$ cat src/rtl/bfst_pkg.sv
// Shared types, constants and helpers of the byte frequency sorted table.
package bfst_pkg;

  localparam int COUNT_BITS = 16;
  localparam int SYMBOLS    = 256;
  localparam int SYM_W      = (SYMBOLS > 1) ? $clog2(SYMBOLS) : 1;
  localparam int IDX_W      = $clog2(SYMBOLS + 1);
  localparam int KEY_W      = COUNT_BITS + SYM_W;

  localparam logic [COUNT_BITS-1:0] CNT_MAX = '1;

  localparam logic ACT_COUNT = 1'b0;
  localparam logic ACT_EMIT  = 1'b1;

  typedef struct packed {
    logic       action;
    logic [7:0] byte_value;
  } bfst_in_t;

  typedef struct packed {
    logic [7:0]  symbol;
    logic [15:0] count;
    logic        valid_res;
    logic        last;
  } bfst_out_t;

  typedef enum logic [1:0] {
    OP_COUNT,
    OP_EMIT,
    OP_RESTART
  } bfst_op_kind_t;

  typedef struct packed {
    bfst_op_kind_t    kind;
    logic [SYM_W-1:0] sym;
  } bfst_op_t;

  // low 16 bits of a counter, zero-extended when the counter is narrower
  function automatic logic [15:0] cnt_field(input logic [COUNT_BITS-1:0] c);
    logic [31:0] wide;
    wide = 32'(c);
    return wide[15:0];
  endfunction

  function automatic logic [7:0] sym_field(input logic [SYM_W-1:0] s);
    return 8'(s);
  endfunction

endpackage

$ cat src/rtl/bfst_front.sv
// Front end: accepts input transactions, classifies them and queues the operations.
module bfst_front
  import bfst_pkg::*;
(
  input  logic     clk,
  input  logic     rst_n,
  input  logic     push,
  output logic     full,
  input  bfst_in_t in_data,
  output logic     op_valid,
  output bfst_op_t op,
  input  logic     op_pop
);

  localparam int QDEPTH = 2;

  bfst_op_t   q_r [QDEPTH];
  logic       wr_ptr_r, wr_ptr_nxt;
  logic       rd_ptr_r, rd_ptr_nxt;
  logic [1:0] fill_r, fill_nxt;
  logic       push_ok;
  logic       pop_ok;
  bfst_op_t   cls;

  // decode: emit, a real count, or a byte that only restarts the walk
  always_comb begin
    cls.sym  = in_data.byte_value[SYM_W-1:0];
    if (in_data.action == ACT_EMIT) begin
      cls.kind = OP_EMIT;
    end else if ((in_data.byte_value != 8'd0) &&
                 (9'(in_data.byte_value) < 9'(SYMBOLS))) begin
      cls.kind = OP_COUNT;
    end else begin
      cls.kind = OP_RESTART;
    end
  end

  assign full     = (fill_r == 2'(QDEPTH));
  assign op_valid = (fill_r != 2'd0);
  assign op       = q_r[rd_ptr_r];
  assign push_ok  = push && !full;
  assign pop_ok   = op_pop && op_valid;

  always_comb begin
    wr_ptr_nxt = wr_ptr_r ^ push_ok;
    rd_ptr_nxt = rd_ptr_r ^ pop_ok;
    fill_nxt   = fill_r + 2'(push_ok) - 2'(pop_ok);
  end

  always_ff @(posedge clk) begin
    if (!rst_n) begin
      wr_ptr_r <= 1'b0;
      rd_ptr_r <= 1'b0;
      fill_r   <= 2'd0;
    end else begin
      wr_ptr_r <= wr_ptr_nxt;
      rd_ptr_r <= rd_ptr_nxt;
      fill_r   <= fill_nxt;
    end
  end

  always_ff @(posedge clk) begin
    if (push_ok) begin
      q_r[wr_ptr_r] <= cls;
    end
  end

endmodule

$ cat config.mk
export PLATFORM = sky130hd
export DESIGN_NAME = bfst_front
export DESIGN_NICKNAME = d
export VERILOG_FILES = /design/src/rtl/bfst_pkg.sv /design/src/rtl/bfst_front.sv
export SDC_FILE = /design/constraint.sdc
export NUM_CORES = 1
export LEC_CHECK = 0
export ABC_AREA = 0
export CORE_MARGIN = 1
export CORE_UTILIZATION = 50
export DETAILED_ROUTE_END_ITERATION = 6
export DONT_BUFFER_PORTS = 1
export HOLD_SLACK_MARGIN = 0.02
export PLACE_DENSITY = 0.75
export SETUP_SLACK_MARGIN = 0.02
export SYNTH_ARGS = -nofsm -noshare
export SYNTH_HDL_FRONTEND = slang
export SYNTH_SLANG_ARGS = --single-unit
$ cat constraint.sdc
create_clock -name clk -period 1.9 [get_ports clk]
set_clock_uncertainty 0.2 [all_clocks]
set_input_delay 0 -clock clk [delete_from_list [all_inputs] [get_ports clk]]
set_output_delay 0 -clock clk [all_outputs]
set_load 0.02 [all_outputs]
# Word level (Yosys, flattened, before mapping)
# Memory sizes are Yosys's and may differ from the RTL's. A register that Yosys moved wholly into a read port is not among the register bits.
# Index checks and enable logic that the tools add are counted.
dict set report totals {
  ramBits 20
  out_inout_bits 12
  n_memories 1
  in_bits 13
  regBits 4
  elab_cells 19
}
# name words width rd rd_clocked_by_memory_dff wr line
set memory_table {}
lappend memory_table {q_r 2 10 1 1 1 bfst_front.sv:17} ;# bfst_op_t q_r [QDEPTH];
dict set report op_classes {
  n_mux 5
  n_eq_ne 1
  n_bitwise 2
  n_addsub 2
  reduce_logical 5
}
# cell count
set op_table {}
lappend op_table {{$reduce_bool 8->1} 1}
lappend op_table {{$mux 2} 2}
lappend op_table {{$mux 1} 3}
lappend op_table {{$add 2x1->2} 1}
lappend op_table {{$eq 2x2->1 const B} 1}
lappend op_table {{$logic_and 1x1->1} 2}
lappend op_table {{$reduce_bool 2->1} 1}
lappend op_table {{$sub 2x1->2} 1}
lappend op_table {{$xor 1x1->1} 2}
lappend op_table {{$logic_not 1->1} 1}

# Longest topological paths before layout
# Gate-level depths: netlist of run 1.
dict set report depth {
  ltp_word 5
  depth_mapped 7
  ltp_nobuf 7
}

# Worst setup path before layout of run 1
# OpenSTA, ideal clock, no wires.
dict set report synth_path {
  path_type {flip-flop to flip-flop}
  startpoint {register fill_r[1]}
  endpoint {register fill_r[1]}
  period_less_slack_ns 1.551
  path_slack_ns 0.349
  t_arrival_ns 1.286
  stages_incl_launch_ff 7
  setup_ns 0.065
  t_required_ns 1.635
  path_buffers 0
  cell_sequence {dfxtp_1 -> o21a_1 -> ha_1 -> inv_1 -> ha_1 -> xnor3_1 -> nor2b_1}
}
dict set report synth_via {
  elab_chain_cells 5
  word_cells_on_any_way 7
  cone_classes {add/sub (2); eq/ne (1); reduce/logical (4)}
}
# element line
set synth_rtl {}
lappend synth_rtl {{start, declared} bfst_front.sv:20} ;# logic [1:0] fill_r, fill_nxt;
lappend synth_rtl {{start signal, assigned} bfst_front.sv:58} ;# fill_r <= fill_nxt;
lappend synth_rtl {{$eq 2x2->1} bfst_front.sv:38} ;# assign full = (fill_r == 2'(QDEPTH));
lappend synth_rtl {{$logic_not 1->1} bfst_front.sv:41} ;# assign push_ok = push && !full;
lappend synth_rtl {{$logic_and 1x1->1} bfst_front.sv:41}
lappend synth_rtl {{$add 2x1->2} bfst_front.sv:47} ;# fill_nxt = fill_r + 2'(push_ok) - 2'(pop_ok);
lappend synth_rtl {{$sub 2x1->2 (*)} bfst_front.sv:47}
# Mark *: on every way between the ends. The rest lies on a longest branch, timed or not.
# A chain may end at the register's enable or synchronous reset.

# Final worst setup path of run 1
dict set report layout_path {
  startpoint {register fill_r[0]}
  endpoint {memory q_r[0][8] (netlist bit), enable pin}
}
dict set report layout_via {
  elab_chain_cells 5
}
# element line
set layout_rtl {}
lappend layout_rtl {{$eq 2x2->1} bfst_front.sv:38}
lappend layout_rtl {{$logic_not 1->1} bfst_front.sv:41}
lappend layout_rtl {{$logic_and 1x1->1} bfst_front.sv:41}
lappend layout_rtl {{$mux 1} bfst_front.sv:63} ;# if (push_ok) begin
lappend layout_rtl {{$mux 1 (implied by the code)} bfst_front.sv:64} ;# q_r[wr_ptr_r] <= cls;
lappend layout_rtl {{end, declared} bfst_front.sv:17}
# No other way between the ends.

==> results.txt, run 1 <==
Status - completed
Share of post-route cells with drive strength above 1 - 0.237
Overflow after GRT - 0
Worst slack at placement - 0.184 ns
CTS root buf - clkbuf_4
Setup WS post-layout - 0.165 ns
Period utilisation layout - 0.913
IO Count - 25
Routed vias/inst - 5.11
Setup violators final - 0
Pwr Total - 1.41 mW
Syn_nets - 76
Hold Fails Final Rpt - 0
Yosys top cell area share - 0.594
Worst Tran Pin Value - 0.506 ns
Register area - 701 um2
Area of the mapped netlist - 1010 um2
Lkg Pwr - 0.439 nW
Die Ht - 47.0 um
Net count reported at finish - 94
Yosys cell types - 17
Crit path kind - flop to flop
Min cycle time layout - 1.73 ns
Post-synth EDFFs - 20
Number of synthesized register bits - 25
Post-synthesis sequential area ratio - 0.693
WL final - 1540 um
Count leader, synth - edfxtp_1
Flop2flop setup slack - 0.17 ns
WP data arrival - 1.50 ns
Worst setup path endpoint - q_r[0][8]$_DFFE_PP_
First-pass GRT wire length - 2320 um
Critical path origin - fill_r[0]$_SDFF_PN0_
Main synth FF type - edfxtp_1
Worst R2R End - q_r[0][8]$_DFFE_PP_
Hold WC Path Type - input pin to flop
Syn_area_per_cell - 17.1 um2
Clk pin slew, worst setup/hold paths - 0.12 ns
Die X - 47.0 um
GP Congestion - 0.679
Crit Path Max Fanout - 10
Area of the multi-input gates - 294 um2
Sink Count - 25
Clock Latency Late Sink - 0.31 ns
Cell Pwr Density - 1170 nW/um2
Post-synthesis async set-or-reset flop share - 0
Via count - 516
CTS tree - built
Number of CTS-inserted buffers - 3
Synth Instances - 59
Yosys warnings - 0
Clock Path Buffers - 2
Total track usage - 0.159
Slew Limit Fails - 0
Area Overhead vs Synth - 18.6%
Max rail drop VDD - 0.000692 V
Iter 0 DRT Violations - 8
Final TNS setup - 0 ns
Synth cell count leaders - edfxtp_1, mux2_2, dfxtp_1, ha_1, inv_1
Nature of the critical path endpoint - flop
Max-Cap Viols - 0
FP Rows - 15
Diode count - 0
DRT Pass-1 Iters - 4
Initial Utilization - 0.561
Port bufs - 0
Pin count of the biggest net entering global routing - 14
Worst setup SP type - flop
Initial antenna violation count - 0
Wire per inst - 15.2 um
WP data required - 1.66 ns
Slew HR - 0.663
Worst r2r path cells - 3
Finished Layout Cells - 101
Post-detail-place hpwl - 1010 um
Dpl cells - 85
Cell taking the most area after synthesis - edfxtp_1
Synth top area cells - edfxtp_1, mux2_2, dfxtp_1
Vias in the first global route - 496
RSZ-0062 raised after global routing - no
H-tree depth - 1
Drt drc - 0
Hold_ws - 0.167 ns
Core Region - 1800 um2
Fill cells - 153
Die area - 2210 um2
Fmax - 576 MHz
Post-route ant nets - 0
FF-to-FF Start - fill_r[0]$_SDFF_PN0_
critical path: stages, from the launching register on:
cell      delay (ns)
dfxtp_1         0.38
nand2b_1        0.16
and2_1          0.17
ha_1            0.48
where the power goes:
group          switching, mW  internal, mW  total, mW
registers             0.0571         0.699      0.756
clock network          0.143        0.0819      0.225
logic                  0.237         0.189      0.426
total                  0.438         0.969       1.41
sequential cells by signal (all words and copies together), names as in the netlist, named ones only:
| name | flops |
|---|---|
| wr_ptr_r | 1 |
| rd_ptr_r | 1 |
| q_r | 20 |
| fill_r | 2 |
cell type report:
cell class / instances / share of cell area
Multi-Input combinational cell: 30 / 0.245
Sequential cell: 25 / 0.585
Timing Repair Buffer: 14 / 0.113
Tap cell: 25 / 0.0261
Inverter: 3 / 0.00939
Clock buffer: 4 / 0.0219
cells by family after synthesis:
| group | share of synthesized area |
|---|---|
| AO/OA/AOI/OAI | 0.00743 |
| adder cells (fa/ha/maj) | 0.0495 |
| XOR/XNOR | 0.0223 |
| AND/OR/NAND/NOR | 0.0804 |
| flip-flops | 0.693 |
| buffers and inverters | 0.0161 |
| multiplexers | 0.131 |
per-layer routing:
layer | GRT usage | share of wire | up-vias | wire, um
met4 | 0.0686 | 0.016 | 0 | 24
li1 | - | - | 253 | -
met3 | 0.0346 | 0.038 | 4 | 58
met1 | 0.195 | 0.42 | 246 | 642
met5 | 0 | 0 | - | 0
met2 | 0.269 | 0.53 | 13 | 812
repair_timing:
| action | 4_1_cts | 5_1_grt |
|---|---|---|
| endpoints found under the hold margin | 25 | 0 |
| buffers inserted | 0 | 0 |
| hold buffers | 12 | 0 |
| gates resized for setup | 0 | 0 |
metrics by stage:
stage | instance area [um2] | utilization
2_1_floorplan | 1010 | -
3_3_place_gp | 1050 | 0.584
3_5_place_dp | 1050 | 0.584
4_1_cts | 1200 | 0.665
5_1_grt | 1200 | 0.665
6_report | 1200 | 0.665
how the worst min path moves through the flow:
stage / cells past startpoint / startpoint / slack, ns / end
6_report: 1 / in_data[1] / 0.17 / q_r[1][1]$_DFFE_PP_
5_1_grt: 1 / in_data[5] / 0.17 / q_r[1][5]$_DFFE_PP_
4_1_cts: 1 / in_data[1] / 0.16 / q_r[0][1]$_DFFE_PP_
3_5_place_dp: 0 / in_data[7] / -0.10 / q_r[1][7]$_DFFE_PP_
3_3_place_gp: 0 / in_data[3] / -0.10 / q_r[0][3]$_DFFE_PP_
2_1_floorplan: 0 / in_data[0] / -0.10 / q_r[0][0]$_DFFE_PP_
layout by cell type, fill, tap and decap left out, drive strengths merged:
cell,count
inv,3
nand2,2
nor4,1
ha,4
mux2,10
nand2b,2
dfxtp,5
or4,1
or2,1
dlygate4sd3,12
o21a,1
edfxtp,20
buf,2
nor2b,2
xnor3,1
and2,2
clkbuf,4
or3,1
mux2i,2
Note: power is estimated with default switching activity, not from simulation.
==> run 2, diff against run 1 <==
--- a/config.mk
+++ b/config.mk
@@ -6,12 +6,14 @@
 export NUM_CORES = 1
 export LEC_CHECK = 0
 export ABC_AREA = 0
+export BUFFER_PORTS_ARGS = -buffer_cell sky130_fd_sc_hd__buf_4
+export CAP_MARGIN = 20
 export CORE_MARGIN = 1
 export CORE_UTILIZATION = 50
 export DETAILED_ROUTE_END_ITERATION = 6
-export DONT_BUFFER_PORTS = 1
+export GPL_TIMING_DRIVEN = 0
 export HOLD_SLACK_MARGIN = 0.02
-export PLACE_DENSITY = 0.75
+export PLACE_DENSITY = 0.86
 export SETUP_SLACK_MARGIN = 0.02
 export SYNTH_ARGS = -nofsm -noshare
 export SYNTH_HDL_FRONTEND = slang
==> run 2 against run 1 <==
Global-route usage is 0.29 points lower. Wire length is 1.8% higher. Utilization is 9.5 points higher. Register-to-register slack better by 0.06 ns. Cell count is 23% higher. Via count is 14% higher. Die area stayed put. Hold slack better by 0.049 ns. Maximum frequency is 3.7% higher. Largest cell class unchanged. Largest power group unchanged.
==> results.txt, run 2 (synthesis results as in run 1) <==
RSZ-0062 raised after global routing - no (unchanged)
Worst path cell trace - o21a_1 -> ha_1 -> inv_1 -> ha_1 -> xnor3_1 -> nor2b_1 (was nand2b_1 -> and2_1 -> ha_1)
Regs by FF count - q_r (20), fill_r (2) (unchanged)
Hold WC Path Type - input pin to flop (unchanged)
FP Rows - 15 (unchanged)
WL final - 1570 um (was 1540 um)
Status - completed (unchanged)
Clk network pwr share - 0.144 (was 0.160)
Via count - 587 (was 516)
Slowest Stage Delay on Critical Path - 0.35 ns (was 0.48 ns)
Cell Pwr Density - 1120 nW/um2 (was 1170 nW/um2)
Register area - 701 um2 (unchanged)
CTS root buf - clkbuf_4 (unchanged)
Crit Path Max Fanout - 4 (was 10)
First-pass GRT wire length - 2200 um (was 2320 um)
Net count reported at finish - 117 (was 94)
Overflow after GRT - 0 (unchanged)
WP depth - 6 (was 3)
Area of the multi-input gates - 294 um2 (unchanged)
Max-Cap Viols - 0 (unchanged)
Most frequent cells in the layout - buf_4, edfxtp_1, dlygate4sd3_1 (was edfxtp_1, dlygate4sd3_1, mux2_2)
Nature of the critical path endpoint - flop (unchanged)
Fill cells - 130 (was 153)
Worst Tran Pin Value - 0.468 ns (was 0.506 ns)
Most common cell after layout, fill and taps aside - buf_4 (was edfxtp_1)
Fmax - 598 MHz (was 576 MHz)
FF-to-FF Start - fill_r[1]$_SDFF_PN0_ (was fill_r[0]$_SDFF_PN0_)
Family with the most delay on the worst path - adder cells (unchanged)
Clock Path Buffers - 2 (unchanged)
Iter 0 DRT Violations - 6 (was 8)
Worst setup path endpoint - fill_r[1]$_SDFF_PN0_ (was q_r[0][8]$_DFFE_PP_)
Flop2flop setup slack - 0.23 ns (was 0.17 ns)
Slew HR - 0.688 (was 0.663)
Critical path origin - fill_r[1]$_SDFF_PN0_ (was fill_r[0]$_SDFF_PN0_)
Wire per inst - 12.6 um (was 15.2 um)
Setup violators final - 0 (unchanged)
Diode count - 0 (unchanged)
Largest register FFs - 20 (unchanged)
IO Count - 25 (unchanged)
Sink Count - 25 (unchanged)
Min cycle time layout - 1.67 ns (was 1.73 ns)
Finished Layout Cells - 124 (was 101)
Clk pin slew, worst setup/hold paths - 0.12 ns (about the same)
H-tree depth - 1 (unchanged)
Core Region - 1800 um2 (unchanged)
CTS tree - built (unchanged)
Vias in the first global route - 540 (was 496)
Post-detail-place hpwl - 1050 um (was 1010 um)
NetSw - 0.455 mW (was 0.438 mW)
Final TNS setup - 0 ns (unchanged)
Routed vias/inst - 4.73 (was 5.11)
Drt drc - 0 (unchanged)
Worst R2R End - fill_r[1]$_SDFF_PN0_ (was q_r[0][8]$_DFFE_PP_)
WP data arrival - 1.72 ns (was 1.50 ns)
DRT Pass-1 Iters - 4 (unchanged)
Die Ht - 47.0 um (unchanged)
Sw Ratio - 0.298 (was 0.311)
Pin count of the biggest net entering global routing - 15 (was 14)
Port bufs - 24 (was 0)
Die X - 47.0 um (unchanged)
Crit path kind - flop to flop (unchanged)
Worst Path Buf+Inv - 1 (was 0)
Lkg Pwr - 0.552 nW (was 0.439 nW)
Area Overhead vs Synth - 35.5% (was 18.6%)
Initial Utilization - 0.561 (unchanged)
Die area - 2210 um2 (unchanged)
Setup Buffers After CTS - 0 (unchanged)
Max rail drop VDD - 0.000793 V (was 0.000692 V)
Period utilisation layout - 0.881 (was 0.913)
Most used cell, CP - ha_1
Clock Latency Late Sink - 0.30 ns (was 0.31 ns)
Post-route ant nets - 0 (unchanged)
Cell Int Power - 1.07 mW (was 0.969 mW)
Initial antenna violation count - 0 (unchanged)
Logic pwr share - 0.377 (was 0.303)
Dpl cells - 108 (was 85)
HP Start - in_data[0] (was in_data[1])
Total track usage - 0.156 (was 0.159)
Worst setup SP type - flop (unchanged)
Slowest CP cell - dfxtp_1 (was ha_1)
Largest Register - q_r (unchanged)
Number of CTS-inserted buffers - 3 (unchanged)
Share of post-route cells with drive strength above 1 - 0.424 (was 0.237)
Hold Fails Final Rpt - 0 (unchanged)
WP data required - 1.95 ns (was 1.66 ns)
Worst r2r path cells - 6 (was 3)
GP Congestion - 0.700 (was 0.679)
Seq pwr share - 0.479 (was 0.537)
Slew Limit Fails - 0 (unchanged)
[run 2: final cells by class]
type,count,area share
tap,25,0.0228
multi-input combinational,30,0.215
buffer,1,0.00365
inverter,3,0.00822
clock buffer,3,0.0164
clock inverter,1,0.00365
sequential,25,0.511
timing repair buffer,36,0.219
[run 2: worst min-delay path by stage]
stage                                to  cells after the start
finish              q_r[1][0]$_DFFE_PP_                      2
global placement    q_r[1][3]$_DFFE_PP_                      1
floorplan           q_r[0][0]$_DFFE_PP_                      0
CTS                 q_r[1][0]$_DFFE_PP_                      2
detailed placement  q_r[1][0]$_DFFE_PP_                      1
global route        q_r[1][0]$_DFFE_PP_                      2
[run 2: worst register-to-register path, cell delays in order (launching register included)]
cell and delay, ns:
dfxtp_1 0.35, o21a_1 0.24, ha_1 0.31, inv_1 0.07
ha_1 0.14, xnor3_1 0.20, nor2b_1 0.10
[run 2: through the flow]
stage / instance area [um2] / setup WS [ns] / power, mW / util / hold slack [ns]
after floorplan: 1010 / 0.349 / 1.11 / - / -0.101
after global placement: 1220 / 0.247 / 1.29 / 0.678 / -0.00663
after detailed placement: 1220 / 0.219 / 1.31 / 0.678 / -0.00376
after CTS: 1370 / 0.203 / 1.54 / 0.760 / 0.215
after global routing: 1370 / 0.123 / 1.61 / 0.760 / 0.216
final: 1370 / 0.227 / 1.53 / 0.760 / 0.215
[run 2: routing by layer]
layer / track usage / up-vias / routed length [um]
met4: 0.0686 / 0 / 0
met1: 0.141 / 277 / 546
li1: - / 296 / -
met3: 0.0346 / 0 / 47
met5: 0 / - / 0
met2: 0.319 / 14 / 971
[run 2: what timing repair did]
item,CTS,global route
endpoints found under the hold margin,25,0
gates resized for setup,0,0
setup endpoints to repair,0,0
hold buffers,12,0
[run 2: power groups by stage]
stage	Sequential, mW	Combinational [mW]	Clock [mW]
floorplan	0.735	0.375	0
global placement	0.741	0.549	0
detailed placement	0.746	0.563	0
CTS	0.734	0.584	0.227
global route	0.743	0.621	0.247
finish	0.733	0.576	0.220
